<file path="src/rtl/fra_pkg.sv">
// Package for the fraction arithmetic reduce block: widths, command codes,
// transaction payload types and sequencer states.
// No dependencies.
package fra_pkg;

  localparam int OP_BITS  = 16;
  localparam int NUM_BITS = 2 * OP_BITS + 1;
  localparam int DEN_BITS = 2 * OP_BITS;
  localparam int MAG_BITS = 2 * OP_BITS;
  localparam int CNT_BITS = $clog2(MAG_BITS);
  localparam int NUM_PRODS = 4;

  typedef enum logic [1:0] {
    CMD_ADD = 2'd0,
    CMD_SUB = 2'd1,
    CMD_MUL = 2'd2,
    CMD_DIV = 2'd3
  } fra_cmd_e;

  typedef struct packed {
    fra_cmd_e                   command;
    logic signed [OP_BITS-1:0]  left_num;
    logic signed [OP_BITS-1:0]  left_den;
    logic signed [OP_BITS-1:0]  right_num;
    logic signed [OP_BITS-1:0]  right_den;
  } fra_in_t;

  typedef struct packed {
    logic signed [NUM_BITS-1:0] result_num;
    logic signed [DEN_BITS-1:0] result_den;
  } fra_out_t;

  typedef enum logic [6:0] {
    S_IDLE = 7'b0000001,
    S_MUL  = 7'b0000010,
    S_FORM = 7'b0000100,
    S_MAG  = 7'b0001000,
    S_GCD  = 7'b0010000,
    S_DIV  = 7'b0100000,
    S_DONE = 7'b1000000
  } fra_state_e;

  localparam logic [1:0] PROD_LN_RD = 2'd0;
  localparam logic [1:0] PROD_LD_RN = 2'd1;
  localparam logic [1:0] PROD_LN_RN = 2'd2;
  localparam logic [1:0] PROD_LD_RD = 2'd3;

endpackage

</file>
<file path="src/rtl/fra_mul.sv">
// Registered signed operand multiplier, shared by all four products.
// Depends on fra_pkg.
module fra_mul import fra_pkg::*; (
  input  logic                       clk_i,
  input  logic signed [OP_BITS-1:0]  a_i,
  input  logic signed [OP_BITS-1:0]  b_i,
  output logic signed [DEN_BITS-1:0] p_o
);

  logic signed [DEN_BITS-1:0] p_q;

  always_ff @(posedge clk_i) begin
    p_q <= a_i * b_i;
  end

  assign p_o = p_q;

endmodule

</file>
<file path="src/rtl/fra_sub.sv">
// Shared subtract and compare unit for the GCD loop and the restoring divider.
// Depends on fra_pkg.
module fra_sub import fra_pkg::*; (
  input  logic [MAG_BITS:0] x_i,
  input  logic [MAG_BITS:0] y_i,
  output logic [MAG_BITS:0] diff_o,
  output logic              borrow_o
);

  assign {borrow_o, diff_o} = {1'b0, x_i} - {1'b0, y_i};

endmodule

</file>
<file path="src/rtl/fraction_arith_reduce.sv">
// A zero numerator skips the binary GCD loop and the bit-serial divider.
// Throughput: one transaction at a time; the GCD loop and the bit-serial
// divider share one subtractor.
// Reset: asynchronous, active low; clears the sequencer and output valid.
module fraction_arith_reduce import fra_pkg::*; (
  input  logic     clk_i,
  input  logic     rst_ni,
  input  logic     in_valid_i,
  output logic     in_ready_o,
  input  fra_in_t  in_data_i,
  output logic     out_valid_o,
  input  logic     out_ready_i,
  output fra_out_t out_data_o
);

  fra_state_e state_q, state_d;
  logic [CNT_BITS-1:0] cnt_q, cnt_d;
  fra_cmd_e cmd_q, cmd_d;
  logic signed [OP_BITS-1:0] ln_q, ln_d, ld_q, ld_d, rn_q, rn_d, rd_q, rd_d;
  logic signed [DEN_BITS-1:0] prod_q [NUM_PRODS];
  logic signed [NUM_BITS-1:0] num_q, num_d;
  logic signed [DEN_BITS-1:0] den_q, den_d;
  logic [MAG_BITS-1:0] a_q, a_d, b_q, b_d, nm_q, nm_d, dm_q, dm_d, rem_q, rem_d;
  logic sn_q, sn_d, sd_q, sd_d, div_den_q, div_den_d;
  logic out_valid_q, out_valid_d;
  fra_out_t out_q, out_d;

  logic signed [OP_BITS-1:0] mul_a, mul_b;
  logic signed [DEN_BITS-1:0] mul_p;
  logic [MAG_BITS:0] sub_x, sub_y, sub_diff;
  logic sub_borrow;
  logic [MAG_BITS-1:0] div_cur;
  logic [MAG_BITS:0] div_trial;
  logic [NUM_BITS-1:0] num_abs;
  logic [DEN_BITS-1:0] den_abs;
  logic out_free;

  fra_mul u_mul (
    .clk_i (clk_i),
    .a_i   (mul_a),
    .b_i   (mul_b),
    .p_o   (mul_p)
  );

  fra_sub u_sub (
    .x_i      (sub_x),
    .y_i      (sub_y),
    .diff_o   (sub_diff),
    .borrow_o (sub_borrow)
  );

  always_comb begin
    case (cnt_q[1:0])
      PROD_LN_RD: begin mul_a = ln_q; mul_b = rd_q; end
      PROD_LD_RN: begin mul_a = ld_q; mul_b = rn_q; end
      PROD_LN_RN: begin mul_a = ln_q; mul_b = rn_q; end
      default:    begin mul_a = ld_q; mul_b = rd_q; end
    endcase
  end

  assign div_cur   = div_den_q ? dm_q : nm_q;
  assign div_trial = {rem_q, div_cur[MAG_BITS-1]};
  assign sub_x     = (state_q == S_DIV) ? div_trial : {1'b0, a_q};
  assign sub_y     = (state_q == S_DIV) ? {1'b0, a_q} : {1'b0, b_q};
  assign num_abs   = num_q[NUM_BITS-1] ? -num_q : num_q;
  assign den_abs   = den_q[DEN_BITS-1] ? -den_q : den_q;
  assign out_free  = !out_valid_q || out_ready_i;

  always_comb begin
    state_d     = state_q;
    cnt_d       = cnt_q;
    cmd_d       = cmd_q;
    ln_d        = ln_q;
    ld_d        = ld_q;
    rn_d        = rn_q;
    rd_d        = rd_q;
    num_d       = num_q;
    den_d       = den_q;
    a_d         = a_q;
    b_d         = b_q;
    nm_d        = nm_q;
    dm_d        = dm_q;
    rem_d       = rem_q;
    sn_d        = sn_q;
    sd_d        = sd_q;
    div_den_d   = div_den_q;
    out_d       = out_q;
    out_valid_d = out_valid_q && !out_ready_i;

    case (state_q)
      S_IDLE: begin
        if (in_valid_i) begin
          cmd_d   = in_data_i.command;
          ln_d    = in_data_i.left_num;
          rn_d    = in_data_i.right_num;
          ld_d    = (in_data_i.left_den == '0) ? OP_BITS'(1) : in_data_i.left_den;
          rd_d    = (in_data_i.right_den == '0) ? OP_BITS'(1) : in_data_i.right_den;
          cnt_d   = '0;
          state_d = S_MUL;
        end
      end
      S_MUL: begin
        cnt_d = cnt_q + CNT_BITS'(1);
        if (cnt_q == CNT_BITS'(NUM_PRODS)) begin
          state_d = S_FORM;
        end
      end
      S_FORM: begin
        case (cmd_q)
          CMD_ADD: begin
            num_d = NUM_BITS'(prod_q[0]) + NUM_BITS'(prod_q[1]);
            den_d = prod_q[3];
          end
          CMD_SUB: begin
            num_d = NUM_BITS'(prod_q[0]) - NUM_BITS'(prod_q[1]);
            den_d = prod_q[3];
          end
          CMD_MUL: begin
            num_d = NUM_BITS'(prod_q[2]);
            den_d = prod_q[3];
          end
          default: begin
            num_d = NUM_BITS'(prod_q[0]);
            den_d = prod_q[1];
          end
        endcase
        if (den_d == '0) begin
          den_d = DEN_BITS'(1);
        end
        state_d = S_MAG;
      end
      S_MAG: begin
        if (num_q == '0) begin
          nm_d    = '0;
          dm_d    = MAG_BITS'(1);
          sn_d    = 1'b0;
          sd_d    = 1'b0;
          state_d = S_DONE;
        end else begin
          nm_d    = num_abs[MAG_BITS-1:0];
          dm_d    = den_abs;
          a_d     = num_abs[MAG_BITS-1:0];
          b_d     = den_abs;
          sn_d    = num_q[NUM_BITS-1];
          sd_d    = den_q[DEN_BITS-1];
          state_d = S_GCD;
        end
      end
      S_GCD: begin
        if (a_q == b_q) begin
          cnt_d     = '0;
          rem_d     = '0;
          div_den_d = 1'b0;
          state_d   = S_DIV;
        end else if (!a_q[0] && !b_q[0]) begin
          a_d  = a_q >> 1;
          b_d  = b_q >> 1;
          nm_d = nm_q >> 1;
          dm_d = dm_q >> 1;
        end else if (!a_q[0]) begin
          a_d = a_q >> 1;
        end else if (!b_q[0]) begin
          b_d = b_q >> 1;
        end else if (sub_borrow) begin
          a_d = b_q;
          b_d = a_q;
        end else begin
          a_d = sub_diff[MAG_BITS-1:0];
        end
      end
      S_DIV: begin
        rem_d = sub_borrow ? div_trial[MAG_BITS-1:0] : sub_diff[MAG_BITS-1:0];
        if (div_den_q) begin
          dm_d = {dm_q[MAG_BITS-2:0], !sub_borrow};
        end else begin
          nm_d = {nm_q[MAG_BITS-2:0], !sub_borrow};
        end
        cnt_d = cnt_q + CNT_BITS'(1);
        if (cnt_q == CNT_BITS'(MAG_BITS - 1)) begin
          cnt_d = '0;
          rem_d = '0;
          if (div_den_q) begin
            state_d = S_DONE;
          end else begin
            div_den_d = 1'b1;
          end
        end
      end
      S_DONE: begin
        if (out_free) begin
          out_d.result_num = sn_q ? -{1'b0, nm_q} : {1'b0, nm_q};
          out_d.result_den = sd_q ? -dm_q : dm_q;
          out_valid_d      = 1'b1;
          state_d          = S_IDLE;
        end
      end
      default: begin
        state_d = S_IDLE;
      end
    endcase
  end

  always_ff @(posedge clk_i or negedge rst_ni) begin
    if (!rst_ni) begin
      state_q     <= S_IDLE;
      cnt_q       <= '0;
      div_den_q   <= 1'b0;
      out_valid_q <= 1'b0;
    end else begin
      state_q     <= state_d;
      cnt_q       <= cnt_d;
      div_den_q   <= div_den_d;
      out_valid_q <= out_valid_d;
    end
  end

  always_ff @(posedge clk_i) begin
    cmd_q <= cmd_d;
    ln_q  <= ln_d;
    ld_q  <= ld_d;
    rn_q  <= rn_d;
    rd_q  <= rd_d;
    num_q <= num_d;
    den_q <= den_d;
    a_q   <= a_d;
    b_q   <= b_d;
    nm_q  <= nm_d;
    dm_q  <= dm_d;
    rem_q <= rem_d;
    sn_q  <= sn_d;
    sd_q  <= sd_d;
    out_q <= out_d;
    if (state_q == S_MUL && cnt_q != '0) begin
      prod_q[2'(cnt_q - CNT_BITS'(1))] <= mul_p;
    end
  end

  assign in_ready_o  = (state_q == S_IDLE);
  assign out_valid_o = out_valid_q;
  assign out_data_o  = out_q;

endmodule

</file>
<file path="config.mk">
export PLATFORM = sky130hd
export DESIGN_NAME = fraction_arith_reduce
export DESIGN_NICKNAME = d
export VERILOG_FILES = /design/src/rtl/fra_pkg.sv /design/src/rtl/fra_mul.sv /design/src/rtl/fra_sub.sv /design/src/rtl/fraction_arith_reduce.sv
export SDC_FILE = /design/constraint.sdc
export NUM_CORES = 2
export LEC_CHECK = 0
export ABC_AREA = 1
export CAP_MARGIN = 10
export CORE_ASPECT_RATIO = 0.7
export CORE_MARGIN = 2
export CORE_UTILIZATION = 30
export DETAILED_ROUTE_END_ITERATION = 10
export DONT_BUFFER_PORTS = 1
export PLACE_DENSITY_LB_ADDON = 0.08
export SETUP_SLACK_MARGIN = 0.4
export SYNTH_ARGS = -nofsm -noshare
export SYNTH_HDL_FRONTEND = slang
export SYNTH_SLANG_ARGS = --single-unit
</file>
<file path="constraint.sdc">
create_clock -name clk_i -period 7.1 [get_ports clk_i]
set_input_delay 2.13 -clock clk_i [delete_from_list [all_inputs] [get_ports clk_i]]
set_output_delay 2.13 -clock clk_i [all_outputs]
set_load 0.1 [all_outputs]
</file>
-- Word-level counts from Yosys, hierarchy flattened
Memories as Yosys holds them, arrays and structs flattened.
Cells that the tools add are included.
- flip-flop bits (word level): 404
- word-level logic and storage cells: 156
- memory bits (writable): 128
- memories: 1
- output and inout bits: 67
- input bits: 70
- memory list (memory ; depth ; bits a word ; read ports ; clocked after Yosys merged registers in ; wr ports ; RTL line ; RTL):
    prod_q ; 4 ; 32 ; 4 ; 0 ; 1 ; fraction_arith_reduce.sv:20 ; logic signed [DEN_BITS-1:0] prod_q [NUM_PRODS];
- reduce and logical (&&, ||, !) cells: 35
- $add $sub $neg: 9
- equality and inequality tests: 27
- multiplexer cells: 59
- multipliers: 1
- operator list (cell ; count):
    $mux W32 ; 31
    $pmux W32 S2 ; 3
    $pmux W32 S3 ; 2
    $pmux W33 S3 ; 1
    $neg A32 Y32 ; 3
    $mux W7 ; 7
    $pmux W7 S7 ; 1
    $sub A33 B32 Y34 ; 1
    $add A32 B32 Y33 ; 1
    $logic_not A33 Y1 ; 1
    $mux W33 ; 1
    $neg A32 Y33 ; 1
    $sub A32 B32 Y33 ; 1
    $eq A32 B32 Y1 ; 1
    $logic_not A16 Y1 ; 2
    $logic_not A32 Y1 ; 1
    $mul A16 B16 Y32 ; 1
    $mux W16 ; 2
    $pmux W5 S4 ; 1
    $ne A2 B2 Y1 const B ; 9
    $reduce_and A4 Y1 ; 4
    $mux W5 ; 3
    $reduce_and A3 Y1 ; 3
    $ne A4 B4 Y1 const B ; 2
    other kinds (30) ; 48

-- Longest topological paths before layout
- depth in word-level cells: 9
- mapped depth: 31

-- Cells and area by module
Synthesis repeated with hierarchy kept, for this count alone.
- cell total of the unflattened synthesis: 5374
- area, all modules: 42437.0 µm²
- by module, submodules not included (module ; times used ; area an instance (µm²) ; sequential area each (µm²) ; cells each):
    fraction_arith_reduce ; 1 ; 28162.0 ; 14945.6 ; 3267
    fra_mul ; 1 ; 11622.4 ; 640.6 ; 1530
    fra_sub ; 1 ; 2652.5 ; 0.0 ; 577

-- Worst setup path after synthesis
Ideal clock, no wire load.
- path type: reg-to-reg
- start point: reg state_q[0]
- end point: reg cmd_q[0], enable pin
- data arrival time: 6.827 ns
- stages on the path, launching flop included: 5
- path slack: -0.217 ns
- clock period less this slack: 7.317 ns
- data required time: 6.610 ns
- buffers on the path: 0
- cells stage by stage: dfstp_2 > inv_1 > nor4_1 > inv_1 > nor2_1
- longest elaborated chain between the ends: 2
- ends and longest elaborated chain (what ; RTL line ; RTL):
    start, declared ; fraction_arith_reduce.sv:16 ; fra_state_e state_q, state_d;
    start signal, assigned ; fraction_arith_reduce.sv:210 ; state_q <= state_d;
    $eq A7 B1 Y1 ; n/a ;
    net in_ready_o ; fraction_arith_reduce.sv:9 ; output logic in_ready_o,
    $reduce_and A2 Y1 (no source line) ; n/a ;
    end signal, assigned ; fraction_arith_reduce.sv:218 ; cmd_q <= cmd_d;
    end, declared ; fraction_arith_reduce.sv:18 ; fra_cmd_e cmd_q, cmd_d;
The timed path passes the listed nets, and every way through them passes these cells.
A chain may end at the register's enable or synchronous reset.

-- Worst setup path after layout
- start point: reg cnt_q[1]
- end point: reg u_mul.p_q[25], in the netlist u_mul.p_o[25]
- longest elaborated chain between the ends: 4
- ends and longest elaborated chain (what ; RTL line ; RTL):
    start, declared ; fraction_arith_reduce.sv:17 ; logic [CNT_BITS-1:0] cnt_q, cnt_d;
    start signal, assigned ; fraction_arith_reduce.sv:211 ; cnt_q <= cnt_d;
    $eq A2 B2 Y1 (tied with other cells) ; fraction_arith_reduce.sv:53 ; case (cnt_q[1:0])
    $reduce_or A2 Y1 (no source line) ; n/a ;
    $mux W16 ; fraction_arith_reduce.sv:53 ;
    $mul A16 B16 Y32 * ; fra_mul.sv:13 ; p_q <= a_i * b_i;
    end signal, assigned ; fra_mul.sv:13 ;
    end, declared ; fra_mul.sv:10 ; logic signed [DEN_BITS-1:0] p_q;
Mark *: on every way between the ends. The rest lies on a longest branch, timed or not.

==> impl_metrics.prom <==
# TYPE chip_impl_metric gauge
chip_impl_info{name="crit_path_start_kind",value="flip-flop"} 1
chip_impl_metric{name="synth_fp_nets",unit=""} 5211
chip_impl_metric{name="design.core.area",unit="µm²"} 132800
chip_impl_info{name="grt.busiest_layer",value="met1"} 1
chip_impl_info{name="flip_flop_cell_with_the_highest_count_after_synthesis",value="edfxtp_1"} 1
chip_impl_info{name="cts_root_buf",value="clkbuf_16"} 1
chip_impl_metric{name="fin_setup_tns",unit="ns"} 0
chip_impl_metric{name="grt.met2_usage",unit=""} 0.2723
chip_impl_metric{name="h-tree-depth",unit=""} 2
chip_impl_metric{name="filler_cell_count",unit=""} 14080
chip_impl_metric{name="max_slew_margin",unit=""} 0.1070
chip_impl_metric{name="worst_pin_slew",unit="ns"} 1.325
chip_impl_metric{name="chipHeight",unit="µm"} 309.7
chip_impl_metric{name="clk-insertion-delay-late",unit="ns"} 0.73
chip_impl_metric{name="number_of_enable_flip_flop_cells_after_synthesis",unit=""} 486
chip_impl_metric{name="max-clock-path-buffers",unit=""} 3
chip_impl_metric{name="gr-usage-met1",unit=""} 0.3835
chip_impl_info{name="run_status",value="finished clean"} 1
chip_impl_metric{name="finalCritPeriodShare",unit=""} 0.9066
chip_impl_metric{name="setup_violations",unit=""} 0
chip_impl_info{name="ys_top_cells_by_area",value="edfxtp_1 36%, fa_1 13%, nand2_1 10%"} 1
chip_impl_metric{name="vias",unit=""} 33000
chip_impl_metric{name="grt_antenna_before_repair",unit=""} 9
chip_impl_info{name="synthMostInstantiatedCell",value="nand2_1"} 1
chip_impl_info{name="cts_tree",value="done"} 1
chip_impl_metric{name="avg_cell_area_syn",unit="µm²"} 8.491
chip_impl_metric{name="first_global_vias",unit=""} 31590
chip_impl_metric{name="dp_hpwl",unit="µm"} 123100
chip_impl_metric{name="detail-route-antenna-nets",unit=""} 0
chip_impl_metric{name="finalMaxSlewViolations",unit=""} 0
chip_impl_metric{name="synthArstFlopShare",unit=""} 0.02632
chip_impl_metric{name="timing.fmax",unit="MHz"} 155.4
chip_impl_metric{name="globalRouteTotalUtil",unit=""} 0.2258
chip_impl_metric{name="grt_max_degree",unit=""} 67
chip_impl_metric{name="via_per_inst",unit=""} 5.002
chip_impl_metric{name="drt_total_wl",unit="µm"} 154500
chip_impl_metric{name="grt_pass1_wl",unit="µm"} 224200
chip_impl_metric{name="buffer_ports.inserted",unit=""} 0
chip_impl_metric{name="gp_routability_congestion",unit=""} 0.9320
chip_impl_metric{name="clock_sinks",unit=""} 532
chip_impl_metric{name="place_area",unit="µm²"} 42830
chip_impl_metric{name="final_hold_viol_count",unit=""} 0
chip_impl_metric{name="io-pin-count",unit=""} 137
chip_impl_metric{name="layout.cell_area.non_filler",unit="µm²"} 45320
chip_impl_metric{name="cap_violations",unit=""} 0
chip_impl_info{name="synthDominantAreaCellType",value="edfxtp_1"} 1
chip_impl_metric{name="synth-warning-count",unit=""} 0
chip_impl_metric{name="yosysUniqueCellTypes",unit=""} 51
chip_impl_metric{name="final_layout_size_suffix_gt1_frac",unit=""} 0.08181
chip_impl_metric{name="gr-total-overflow",unit=""} 0
chip_impl_metric{name="dr.first_iter.drc_count",unit=""} 3735
chip_impl_metric{name="portion_of_the_post_synthesis_area_used_by_sequential_elements",unit=""} 0.3891
chip_impl_metric{name="skew",unit="ns"} 0.05622
chip_impl_info{name="criticalPathCategory",value="reg -> reg"} 1
chip_impl_metric{name="clk_pin_slew_worst_paths",unit="ns"} 0.06
chip_impl_info{name="timing.hold.worst.class",value="reg -> reg"} 1
chip_impl_metric{name="postSynthRegisterBits",unit=""} 532
chip_impl_metric{name="drt_first_pass_iters",unit=""} 6
chip_impl_metric{name="crit_arrival",unit="ns"} 7.00
chip_impl_metric{name="die_w",unit="µm"} 440.7
chip_impl_metric{name="groute.layer.met3.usage",unit=""} 0.06452
chip_impl_info{name="synth.cells.most_frequent",value="1,085 x nand2_1, 782 x inv_1, 486 x edfxtp_1, 472 x nor2_1, 264 x fa_1"} 1
chip_impl_metric{name="yosysTopAreaCellShare",unit=""} 0.3644
chip_impl_metric{name="post-route-drc-count",unit=""} 0
chip_impl_metric{name="initial_utilization",unit=""} 0.3015
chip_impl_metric{name="syn2layout_area_growth",unit="%"} 13.15
chip_impl_metric{name="netlist_area",unit="µm²"} 40050
chip_impl_info{name="critical_path.endpoint_type",value="flip-flop"} 1
chip_impl_metric{name="worst_ep_required_time",unit="ns"} 7.66
chip_impl_metric{name="final.min_clock_period",unit="ns"} 6.437
chip_impl_metric{name="wl_per_cell",unit="µm"} 23.42
chip_impl_info{name="rsz_0062_raised_after_global_routing",value="true"} 1
chip_impl_metric{name="num-nets-final",unit=""} 5270
chip_impl_metric{name="cts_inserted_buffers",unit=""} 60
chip_impl_metric{name="post_synth_inst_count",unit=""} 4717
chip_impl_metric{name="worst-path-max-fanout",unit=""} 9
chip_impl_metric{name="final.hold.worst_slack",unit="ns"} 0.4583
chip_impl_metric{name="std_cell_rows",unit=""} 112
chip_impl_metric{name="die_area",unit="µm²"} 136500
-- placed cells by master (no fill, tap or decap), types with 33 or more instances in the layout --
cell / synthesis / final
xor2_1: 173 / 173
ha_1: 160 / 150
nor2_1: 472 / 440
nor3_1: 57 / 53
clkbuf_16: 0 / 64
fa_1: 264 / 257
edfxtp_1: 486 / 486
o21ai_1: 29 / 34
o221ai_1: 48 / 48
a31oi_1: 35 / 33
nand2_1: 1085 / 1078
a21oi_1: 184 / 171
nand3_1: 214 / 211
inv_1: 782 / 771
buf_4: 2 / 143
nand4_1: 50 / 50
o21ai_0: 246 / 228
-- through the flow --
step | utilization | setup WS [ns] | instances
final | 0.3412 | 0.6632 | 6596
after global routing | 0.3411 | 0.3635 | 6595
after CTS | 0.3375 | 0.3966 | 6576
after detailed placement | 0.3224 | -0.02763 | 6462
after global placement | 0.3224 | -0.03965 | 6462
after floorplan | - | 0.4359 | 4717
-- final timing paths --
check,start,end,slack [ns],cells past startpoint
worst max-delay path,cnt_q[1],u_mul.p_o[25],0.66,24
worst min-delay path,dm_q[0],out_data_o[0],0.46,0
worst max register to register,cnt_q[1],u_mul.p_o[25],0.66,24
worst min register to register,dm_q[0],out_data_o[0],0.46,0
max in group asynchronous,rst_ni,state_q[0],5.79,0
min in group asynchronous,rst_ni,state_q[3],1.13,0
-- cell type report --
class                           instances  area [µm²]  area share
Clock buffer                           81        1664     0.03672
Antenna cell                            1       2.502  0.00005521
Timing Repair Buffer                  152        1231     0.02717
Inverter                              797        3010     0.06642
Multi-Input combinational cell       3233       21310      0.4701
Tap cell                             1767        2211     0.04878
Sequential cell                       532       15590      0.3439
Clock inverter                         33       309.0    0.006819
-- cell families after synthesis --
logic type | after synthesis | synth area share
AOI/OAI and AO/OA | 645 | 0.09247
xor gates and xnor gates | 205 | 0.04483
adders and majority gates | 424 | 0.1819
buffers and inverters | 952 | 0.09034
DFF | 532 | 0.3891
muxes | 5 | 0.001250
and+or+nand+nor | 1954 | 0.2001
-- per-layer routing --
metal	vias to the layer above	part of all wire
li1	15430	-
met1	16290	0.54
met2	1180	0.35
met3	98	0.10
met4	2	0.010
met5	-	0.000084
-- flip-flops by register name (all words and copies together), names as in the netlist, 5 cells and up --
signal and flops:
u_mul.p_o 32, state_q 7, dm_q 32, rem_q 32
rd_q 16, rn_q 16, a_q 32, ld_q 16
den_q 32, b_q 32, nm_q 32, prod_q 128
ln_q 16, out_data_o 65, cnt_q 5, num_q 33
-- timing repair --
action                     in CTS  in global routing
setup endpoints to repair      15                 20
gates cloned                    0                  1
hold buffers                    0                  0
setup buffers                   0                 17
resized for setup              14                105
pin swaps                       3                 13
-- critical path: stages, from the launching register on --
cell and delay, ns:
dfrtp_1 0.36, inv_1 0.09, ha_4 0.18, nor2_4 0.19
inv_2 0.10, or2_2 0.28, o21ai_1 0.27, buf_6 0.24
buf_4 0.15, nor2_1 0.07, fa_1 0.52, fa_1 0.42
fa_1 0.51, fa_1 0.44, fa_1 0.49, inv_1 0.05
fa_1 0.47, inv_1 0.04, ha_1 0.35, a21oi_2 0.19
o21ai_0 0.18, a21oi_1 0.26, nand3_2 0.14, a21o_1 0.20
xor2_1 0.14
Power is not shown: default switching activity piles up to over one toggle a cycle in this logic, so the estimate is an artifact.
